File: config.mk
export PLATFORM = sky130hd
export DESIGN_NAME = ascii_hex_record_deframer
export DESIGN_NICKNAME = d
export VERILOG_FILES = /design/src/hw/rtl/ahrd_pkg.sv /design/src/hw/rtl/ahrd_front.sv /design/src/hw/rtl/ahrd_queue.sv /design/src/hw/rtl/ahrd_back.sv /design/src/hw/rtl/ascii_hex_record_deframer.sv
export SDC_FILE = /design/constraint.sdc
export NUM_CORES = 1
export LEC_CHECK = 0
export BUFFER_PORTS_ARGS = -buffer_cell sky130_fd_sc_hd__buf_2
export CORE_MARGIN = 1.5
export CORE_UTILIZATION = 49
export DETAILED_ROUTE_END_ITERATION = 7
export GPL_TIMING_DRIVEN = 0
export PLACE_DENSITY = 0.68
export SLEW_MARGIN = 5
export SYNTH_ARGS = -nofsm -noshare
export SYNTH_HDL_FRONTEND = slang
export SYNTH_SLANG_ARGS = --single-unit
File: constraint.sdc
create_clock -name clk -period 13 [get_ports clk]
set_input_delay 0 -clock clk [delete_from_list [all_inputs] [get_ports clk]]
set_output_delay 0 -clock clk [all_outputs]
set_load 0.05 [all_outputs]
File: src/hw/rtl/ahrd_pkg.sv
// Shared types, constants and helpers for the ASCII hex record deframer.
`default_nettype none

package ahrd_pkg;

    localparam int RECORD_COUNT_BITS = 16;

    localparam int POS_W   = 32;
    localparam int LEN_W   = 32;
    localparam int VALUE_W = 38;
    localparam int NUM_W   = 16;
    localparam int NIB_W   = 8;
    localparam int LIMIT_W = 33;

    localparam logic [7:0] CHAR_ZERO  = 8'h30;
    localparam logic [7:0] CHAR_NINE  = 8'h39;
    localparam logic [7:0] CHAR_LOW_A = 8'h61;
    localparam logic [7:0] CHAR_LOW_F = 8'h66;
    localparam logic [7:0] CHAR_FCODE = 8'h72;

    localparam logic [NIB_W-1:0] NIB_BAD = 8'hFF;
    localparam logic [NIB_W-1:0] NIB_ONE = 8'h01;

    localparam logic [POS_W-1:0] POS_HDR_LAST  = 32'd1;
    localparam logic [POS_W-1:0] POS_FCODE     = 32'd12;
    localparam logic [POS_W-1:0] POS_LEN_FIRST = 32'd13;
    localparam logic [POS_W-1:0] POS_LEN_LAST  = 32'd20;
    localparam logic [POS_W-1:0] POS_REC_FIRST = 32'd21;
    localparam logic [POS_W-1:0] POS_MAX       = '1;

    localparam logic [3:0] REC_DIGITS = 4'd8;

    localparam logic [LIMIT_W-1:0] LEN_OVERHEAD_M1 = 33'd26;
    localparam logic [LIMIT_W-1:0] RECORD_CHARS    = 33'd9;
    localparam logic [LIMIT_W-1:0] LIMIT_MAX       = 33'd4294967283;

    localparam logic [1:0] STATUS_OK       = 2'd0;
    localparam logic [1:0] STATUS_BAD_HDR  = 2'd1;
    localparam logic [1:0] STATUS_BAD_FUNC = 2'd2;
    localparam logic [1:0] STATUS_BAD_LEN  = 2'd3;

    localparam logic KIND_RECORD = 1'b0;
    localparam logic KIND_STATUS = 1'b1;

    typedef struct packed {
        logic [NIB_W-1:0] nib;
        logic [2:0]       shift;
        logic             hdr_bad;
        logic             fcode_bad;
        logic             len_digit;
        logic             rec_sign;
        logic             rec_digit;
        logic             rec_done;
        logic             last;
        logic [POS_W-1:0] pos;
    } ahrd_op_t;

    function automatic logic [NIB_W-1:0] hex_nibble(input logic [7:0] c);
        logic [NIB_W-1:0] n;
        begin
            if (c >= CHAR_ZERO && c <= CHAR_NINE)
            begin
                n = c - CHAR_ZERO;
            end
            else if (c >= CHAR_LOW_A && c <= CHAR_LOW_F)
            begin
                n = c - CHAR_LOW_A + 8'd10;
            end
            else
            begin
                n = NIB_BAD;
            end
            return n;
        end
    endfunction

endpackage

`default_nettype wire

File: src/hw/rtl/ahrd_front.sv
// Front end: tracks frame position and turns each character into a request.
`default_nettype none

module ahrd_front
    import ahrd_pkg::*;
(
    input  wire logic       clk,
    input  wire logic       rst_n,
    input  wire logic       push,
    input  wire logic [7:0] char_in,
    input  wire logic       frame_end,
    output ahrd_op_t        op
);

    logic [POS_W-1:0] pos_reg;
    logic [POS_W-1:0] pos_next;
    logic [3:0]       rci_reg;
    logic [3:0]       rci_next;
    logic [3:0]       k;
    logic             in_rec;
    logic [POS_W-1:0] len_off;

    always_comb
    begin
        in_rec  = (pos_reg >= POS_REC_FIRST);
        k       = (rci_reg > REC_DIGITS) ? REC_DIGITS : rci_reg;
        len_off = pos_reg - POS_LEN_FIRST;

        op.nib       = hex_nibble(char_in);
        op.hdr_bad   = (pos_reg <= POS_HDR_LAST) && (char_in != CHAR_ZERO);
        op.fcode_bad = (pos_reg == POS_FCODE) && (char_in != CHAR_FCODE);
        op.len_digit = (pos_reg >= POS_LEN_FIRST) && (pos_reg <= POS_LEN_LAST);
        op.rec_sign  = in_rec && (rci_reg == 4'd0);
        op.rec_digit = in_rec && (rci_reg != 4'd0);
        op.rec_done  = op.rec_digit && (k >= REC_DIGITS);
        op.last      = frame_end;
        op.pos       = pos_reg;
        if (op.len_digit)
        begin
            op.shift = len_off[2:0];
        end
        else
        begin
            op.shift = 3'(k - 4'd1);
        end

        rci_next = rci_reg;
        if (op.rec_sign)
        begin
            rci_next = 4'd1;
        end
        else if (op.rec_done)
        begin
            rci_next = 4'd0;
        end
        else if (op.rec_digit)
        begin
            rci_next = k + 4'd1;
        end

        pos_next = (pos_reg == POS_MAX) ? pos_reg : pos_reg + 32'd1;
        if (frame_end)
        begin
            pos_next = '0;
            rci_next = 4'd0;
        end
    end

    always_ff @(posedge clk or negedge rst_n)
    begin
        if (!rst_n)
        begin
            pos_reg <= '0;
            rci_reg <= '0;
        end
        else if (push)
        begin
            pos_reg <= pos_next;
            rci_reg <= rci_next;
        end
    end

endmodule

`default_nettype wire

File: src/hw/rtl/ahrd_queue.sv
// Two-entry queue of classified requests between the front and back ends.
`default_nettype none

module ahrd_queue
    import ahrd_pkg::*;
(
    input  wire logic     clk,
    input  wire logic     rst_n,
    input  wire logic     push,
    input  wire ahrd_op_t push_op,
    input  wire logic     pop,
    output logic          full,
    output logic          not_empty,
    output ahrd_op_t      head
);

    ahrd_op_t   entry_reg [2];
    logic       wr_ptr_reg;
    logic       rd_ptr_reg;
    logic [1:0] count_reg;
    logic [1:0] count_next;

    always_comb
    begin
        full      = (count_reg == 2'd2);
        not_empty = (count_reg != 2'd0);
        head      = entry_reg[rd_ptr_reg];
        count_next = count_reg;
        if (push && !pop)
        begin
            count_next = count_reg + 2'd1;
        end
        else if (pop && !push)
        begin
            count_next = count_reg - 2'd1;
        end
    end

    always_ff @(posedge clk or negedge rst_n)
    begin
        if (!rst_n)
        begin
            wr_ptr_reg <= 1'b0;
            rd_ptr_reg <= 1'b0;
            count_reg  <= 2'd0;
        end
        else
        begin
            count_reg <= count_next;
            if (push)
            begin
                wr_ptr_reg <= !wr_ptr_reg;
            end
            if (pop)
            begin
                rd_ptr_reg <= !rd_ptr_reg;
            end
        end
    end

    always_ff @(posedge clk)
    begin
        if (push)
        begin
            entry_reg[wr_ptr_reg] <= push_op;
        end
    end

endmodule

`default_nettype wire

File: src/hw/rtl/ahrd_back.sv
// Back end: decodes length and records, checks the frame and drives the output register.
`default_nettype none

module ahrd_back
    import ahrd_pkg::*;
(
    input  wire logic                 clk,
    input  wire logic                 rst_n,
    input  wire logic                 op_valid,
    input  wire ahrd_op_t             op,
    output logic                      pop,
    output logic                      out_valid,
    input  wire logic                 out_stall,
    output logic                      kind,
    output logic signed [VALUE_W-1:0] record_value,
    output logic [NUM_W-1:0]          record_number,
    output logic [1:0]                frame_status
);

    logic [1:0]                   err_reg;
    logic [1:0]                   err_next;
    logic [LEN_W-1:0]             len_reg;
    logic [LEN_W-1:0]             len_next;
    logic [VALUE_W-1:0]           acc_reg;
    logic [VALUE_W-1:0]           acc_next;
    logic                         neg_reg;
    logic                         neg_next;
    logic [RECORD_COUNT_BITS-1:0] done_reg;
    logic [RECORD_COUNT_BITS-1:0] done_next;
    logic [LIMIT_W-1:0]           limit_reg;
    logic [LIMIT_W-1:0]           limit_next;

    logic                         out_valid_reg;
    logic                         kind_reg;
    logic [VALUE_W-1:0]           value_reg;
    logic [NUM_W-1:0]             number_reg;
    logic [1:0]                   status_reg;

    logic                         can_load;
    logic                         emit_rec;
    logic                         produce;
    logic [LEN_W-1:0]             len_term;
    logic [VALUE_W-1:0]           acc_term;
    logic [1:0]                   status;
    logic [31:0]                  done_wide;
    logic [31:0]                  done_wide_next;

    always_comb
    begin
        can_load = !out_valid_reg || !out_stall;
        len_term = LEN_W'({24'd0, op.nib} << {op.shift, 2'b00});
        acc_term = VALUE_W'({30'd0, op.nib} << {op.shift, 2'b00});

        err_next = err_reg;
        if (op.hdr_bad && err_reg == STATUS_OK)
        begin
            err_next = STATUS_BAD_HDR;
        end
        if (op.fcode_bad && err_reg == STATUS_OK)
        begin
            err_next = STATUS_BAD_FUNC;
        end

        len_next = op.len_digit ? len_reg + len_term : len_reg;

        neg_next = neg_reg;
        acc_next = acc_reg;
        if (op.rec_sign)
        begin
            neg_next = (op.nib == NIB_ONE);
            acc_next = '0;
        end
        else if (op.rec_digit)
        begin
            acc_next = neg_reg ? acc_reg - acc_term : acc_reg + acc_term;
        end

        done_next  = done_reg;
        limit_next = limit_reg;
        if (op.rec_done)
        begin
            if (done_reg != '1)
            begin
                done_next = done_reg + RECORD_COUNT_BITS'(1);
            end
            if (limit_reg != LIMIT_MAX)
            begin
                limit_next = limit_reg + RECORD_CHARS;
            end
        end

        emit_rec = op.rec_done && !op.last && (err_next == STATUS_OK)
                   && (limit_reg <= {1'b0, len_reg});

        status = err_next;
        if (status == STATUS_OK && op.pos < POS_HDR_LAST)
        begin
            status = STATUS_BAD_HDR;
        end
        if (status == STATUS_OK && op.pos < POS_FCODE)
        begin
            status = STATUS_BAD_FUNC;
        end
        if (status == STATUS_OK
            && {1'b0, op.pos} != {1'b0, len_next} + LEN_OVERHEAD_M1)
        begin
            status = STATUS_BAD_LEN;
        end

        done_wide      = 32'(done_reg);
        done_wide_next = 32'(done_next);

        produce = op.last || emit_rec;
        pop     = op_valid && (!produce || can_load);
    end

    always_ff @(posedge clk or negedge rst_n)
    begin
        if (!rst_n)
        begin
            err_reg       <= STATUS_OK;
            len_reg       <= '0;
            acc_reg       <= '0;
            neg_reg       <= 1'b0;
            done_reg      <= '0;
            limit_reg     <= RECORD_CHARS;
            out_valid_reg <= 1'b0;
        end
        else
        begin
            if (can_load)
            begin
                out_valid_reg <= pop && produce;
            end
            if (pop)
            begin
                if (op.last)
                begin
                    err_reg   <= STATUS_OK;
                    len_reg   <= '0;
                    acc_reg   <= '0;
                    neg_reg   <= 1'b0;
                    done_reg  <= '0;
                    limit_reg <= RECORD_CHARS;
                end
                else
                begin
                    err_reg   <= err_next;
                    len_reg   <= len_next;
                    acc_reg   <= acc_next;
                    neg_reg   <= neg_next;
                    done_reg  <= done_next;
                    limit_reg <= limit_next;
                end
            end
        end
    end

    always_ff @(posedge clk)
    begin
        if (pop && produce)
        begin
            if (op.last)
            begin
                kind_reg   <= KIND_STATUS;
                value_reg  <= '0;
                number_reg <= done_wide_next[NUM_W-1:0];
                status_reg <= status;
            end
            else
            begin
                kind_reg   <= KIND_RECORD;
                value_reg  <= acc_next;
                number_reg <= done_wide[NUM_W-1:0];
                status_reg <= STATUS_OK;
            end
        end
    end

    assign out_valid     = out_valid_reg;
    assign kind          = kind_reg;
    assign record_value  = value_reg;
    assign record_number = number_reg;
    assign frame_status  = status_reg;

endmodule

`default_nettype wire

File: src/hw/rtl/ascii_hex_record_deframer.sv
// Top level of the ASCII hex record deframer.
//
// The input channel takes one frame character per request on char_in, with
// frame_end high on the frame's last character. The output channel gives one
// result per request: kind 0 is a decoded record (record_value in millionths,
// record_number its index in the frame), kind 1 is the end-of-frame status
// (frame_status, and record_number holding the count of complete records).
// Records from a frame whose status reports a length mismatch are to be
// discarded by the consumer.
// A character accepted at one clock edge is in the queue after that edge and
// its result, if any, is loaded into the output register when the back end
// takes it from the queue, which out_stall or earlier requests can delay.
// One character is accepted every cycle while in_stall is low; the front end,
// the two-entry queue and the back end each pass one request per cycle while
// out_stall is low. While out_stall is high the output register holds its
// result; the back end keeps consuming characters that produce no result, and
// once the queue is full in_stall rises until the result is taken.
// Reset clears the frame position, decoded length, error, record state and
// both handshakes; the block is ready for a new frame right after reset.
`default_nettype none

module ascii_hex_record_deframer
    import ahrd_pkg::*;
(
    input  wire logic                 clk,
    input  wire logic                 rst_n,
    input  wire logic                 in_valid,
    output logic                      in_stall,
    input  wire logic [7:0]           char_in,
    input  wire logic                 frame_end,
    output logic                      out_valid,
    input  wire logic                 out_stall,
    output logic                      kind,
    output logic signed [VALUE_W-1:0] record_value,
    output logic [NUM_W-1:0]          record_number,
    output logic [1:0]                frame_status
);

    ahrd_op_t front_op;
    ahrd_op_t head_op;
    logic     q_full;
    logic     q_not_empty;
    logic     push;
    logic     pop;

    assign in_stall = q_full;
    assign push     = in_valid && !q_full;

    ahrd_front u_front (
        .clk       (clk),
        .rst_n     (rst_n),
        .push      (push),
        .char_in   (char_in),
        .frame_end (frame_end),
        .op        (front_op)
    );

    ahrd_queue u_queue (
        .clk       (clk),
        .rst_n     (rst_n),
        .push      (push),
        .push_op   (front_op),
        .pop       (pop),
        .full      (q_full),
        .not_empty (q_not_empty),
        .head      (head_op)
    );

    ahrd_back u_back (
        .clk           (clk),
        .rst_n         (rst_n),
        .op_valid      (q_not_empty),
        .op            (head_op),
        .pop           (pop),
        .out_valid     (out_valid),
        .out_stall     (out_stall),
        .kind          (kind),
        .record_value  (record_value),
        .record_number (record_number),
        .frame_status  (frame_status)
    );

endmodule

`default_nettype wire
==> impl_metrics.yaml <==
sta:
  period_needed_ps: 7240
  rsz0062_at_grt: "no"
  finalCritPeriodShare_pct: 55.7
  fmax_ghz: 0.138
  hold_viol: 0
  slew_violations: 0
  hold_slack_ps: 59.8
  tightestPinTransition_ps: 1050
  slew_headroom_pct: 29.6
  setup_tns_ps: 0
  setup_viol: 0
  setup_slack_ps: 5760
  skew_ps: 16.8
cells_and_area:
  antennaDiodeCount: 0
  fin_nets: 2597
  largest_register_ffs: 100
  area_growth_pct: 12.3
  layout_common_cells: "288 x nand2_1, 208 x nor2_1, 171 x a21oi_1"
  stdcell_count: 3078
  final_common_cell: "nand2_1"
  layout-drive-gt1-share_pct: 9.31
synth:
  synthFlopType: "dfrtp_1"
  yosysTopAreaCellShare_pct: 21.9
  yosysUniqueCellTypes: 103
  ys_top_cells_by_area: "edfxtp_1 22%, dfrtp_1 19%, ha_1 6.9%, nand2_1 5.0%, xnor2_1 4.4%"
  ys_ff_latch: 320
  synth.largest_area_cell: "edfxtp_1"
  yosysWarnings: 0
  yosysSeqAreaShare_pct: 40.9
  synth-edff-count: 157
  synthArstFlopShare_pct: 50.9
  synth_area_mm2: 0.0215
  synthesis.instances: 2337
  syn_avg_cell_area_um2: 9.20
  synth.net_count: 2470
global_route:
  grt_pass1_vias: 17700
  antenna_found_initial: 0
  grt_overflow: 0
  grt_max_degree: 101
  grt_pass1_wl_um: 99700
  grt_usage_pct: 28.7
floorplanning:
  core_area_mm2: 0.0432
  die-height_um: 212
  rows: 76
  floorplan.initialDensity_pct: 49.8
  ios: 72
  die_w_um: 212
  dieArea_mm2: 0.0451
critical_path:
  r2r_end: "u_back.frame_status[0]"
  crit_chain: "buf_4 > buf_2 > buf_4 > buf_4 > mux2_2 > o21ai_0 > nor2_1 > ha_1 > o211ai_1 > o21ai_2 > a41oi_2 > o21bai_1 > a211oi_1 > o31ai_1 > and2b_4 > nand3_2 > nor3_2 > a21oi_1 > or4_4 > nor4_2 > a221oi_1"
  start_kind: "flop"
  crit_type: "reg -> reg"
  critPathTopFamily: "compound AO/OA/AOI/OAI gates"
  slowest_stage: "o31ai_1"
  cp.buffers_inverters: 4
  crit_path_max_incr_delay_ps: 790
  reg2reg_from: "u_queue.rd_ptr_reg"
  cp.arrival_ps: 7510
  critPathMostFrequentCell: "buf_4"
  r2r_cells: 21
  rrSetupSlack_ps: 5760
  cp-end-kind: "flop"
  required_ps: 13270
  path_max_fanout: 10
placement:
  dp.cells: 2997
  dp_slack_ps: 6000
  place_congestion: 0.972
  dp_hpwl_um: 49100
  portBuffers: 71
clock_tree:
  clk_pin_slew_worst_paths_ps: 60
  ctsHtreeMaxLevel: 2
  clockBufferDepth: 3
  cts_root_buf: "clkbuf_16"
  post_cts_buffers: 0
  clk_latency_ps: 560
  cts_tree: "yes"
  clock-sinks: 320
  cts_made_buffers: 38
hold_path:
  holdPathStages: 3
  min_from: "in_valid"
  holdPathEnd: "u_queue.wr_ptr_reg"
  min_path_type: "in -> reg"
detailed_routing:
  via_per_inst: 6.05
  drc_errors: 0
  avgRoutedWirePerCell_um: 20.9
  detail_route.first_pass.iterations: 7
  drt-initial-drc-count: 1807
  postRouteAntennaNets: 0
  finalWirelength_um: 64300
  dr_total_vias: 18600
power_and_ir_drop:
  ir_worst_vdd_v: 0.000212
  power_density_mw_per_mm2: 247
  finalPower_w: 0.00595
  leakagePower_nw: 10.2
run_status:
  outcome: "completed"
flow_run:
  cap_violations: 0
==> synthesized netlist by cell type (21+ instances only) <==
cell type / number
a21o_1: 52
a21oi_1: 171
a31oi_1: 29
and3_1: 34
clkbuf_1: 59
dfrtp_1: 161
edfxtp_1: 157
ha_1: 118
inv_1: 98
mux2i_1: 55
nand2_1: 288
nand3_1: 70
nand4_1: 36
nor2_1: 209
nor2b_1: 21
nor3_1: 45
nor4_1: 32
o21ai_0: 144
or3_1: 39
xnor2_1: 108
xor2_1: 80
==> cells by family after synthesis <==
family | count (synthesis) | share of synthesized area (%)
and+or+nand+nor | 875 | 19.9
buffers and inverters | 183 | 3.66
adders and majority gates | 120 | 7.05
muxes | 75 | 3.63
xor gates and xnor gates | 190 | 7.84
DFF | 320 | 40.9
AOI/OAI and AO/OA | 574 | 17.0
==> final cells by class <==
class	count	area [um2]
fill	3842	19000
buffer	85	419
clock buffer	49	1040
multi-input combinational	1834	11900
sequential	320	8800
inverter	98	368
timing repair buffer	87	573
clock inverter	20	283
tap	585	732
==> stage by stage <==
stage,instance area [um2],util [%]
6_report,24100,55.9
5_1_grt,24100,55.9
4_1_cts,24100,55.9
3_5_place_dp,22700,52.6
3_3_place_gp,22600,52.3
2_1_floorplan,21500,-
==> worst max path at each step <==
| stage | start | endpoint | cells past startpoint |
|---|---|---|---|
| after floorplan | u_queue.rd_ptr_reg | u_back.acc_reg[37] | 26 |
| after global placement | u_queue.rd_ptr_reg | u_back.frame_status[0] | 22 |
| after detailed placement | u_queue.rd_ptr_reg | u_back.frame_status[0] | 21 |
| after CTS | u_queue.rd_ptr_reg | u_back.frame_status[0] | 21 |
| after global routing | u_queue.rd_ptr_reg | u_back.acc_reg[37] | 26 |
| final | u_queue.rd_ptr_reg | u_back.frame_status[0] | 21 |
==> power by group <==
| group | internal, W | leakage (nW) | switching (W) | total [W] |
|---|---|---|---|---|
| clock | 0.000690 | 0.639 | 0.000447 | 0.00114 |
| sequential | 0.00136 | 3.75 | 0.000132 | 0.00150 |
| combinational | 0.00107 | 5.84 | 0.00224 | 0.00332 |
| total | 0.00313 | 10.2 | 0.00282 | 0.00595 |
==> worst register-to-register path, delay by kind of cell, from the launching register on <==
| family | cells | cell delay [ps] |
|---|---|---|
| muxes | 1 | 390 |
| and+or+nand+nor | 6 | 1830 |
| buffers and inverters | 4 | 960 |
| adders and majority gates | 1 | 430 |
| DFF | 1 | 350 |
| AOI/OAI and AO/OA | 9 | 3010 |
==> routing by layer <==
metal / global-route usage [%] / up-vias / wire length, um
met5: 0 / - / 0
met4: 9.76 / 0 / 2250
met3: 4.22 / 117 / 4610
met2: 45.6 / 774 / 28900
met1: 40.0 / 9004 / 28500
li1: - / 8735 / -
==> timing repair <==
item / 4_1_cts / 5_1_grt
resized for setup: 0 / 0
hold buffers: 12 / 0
endpoints found under the hold margin: 184 / 0
Note: power is estimated with default switching activity, not from simulation.
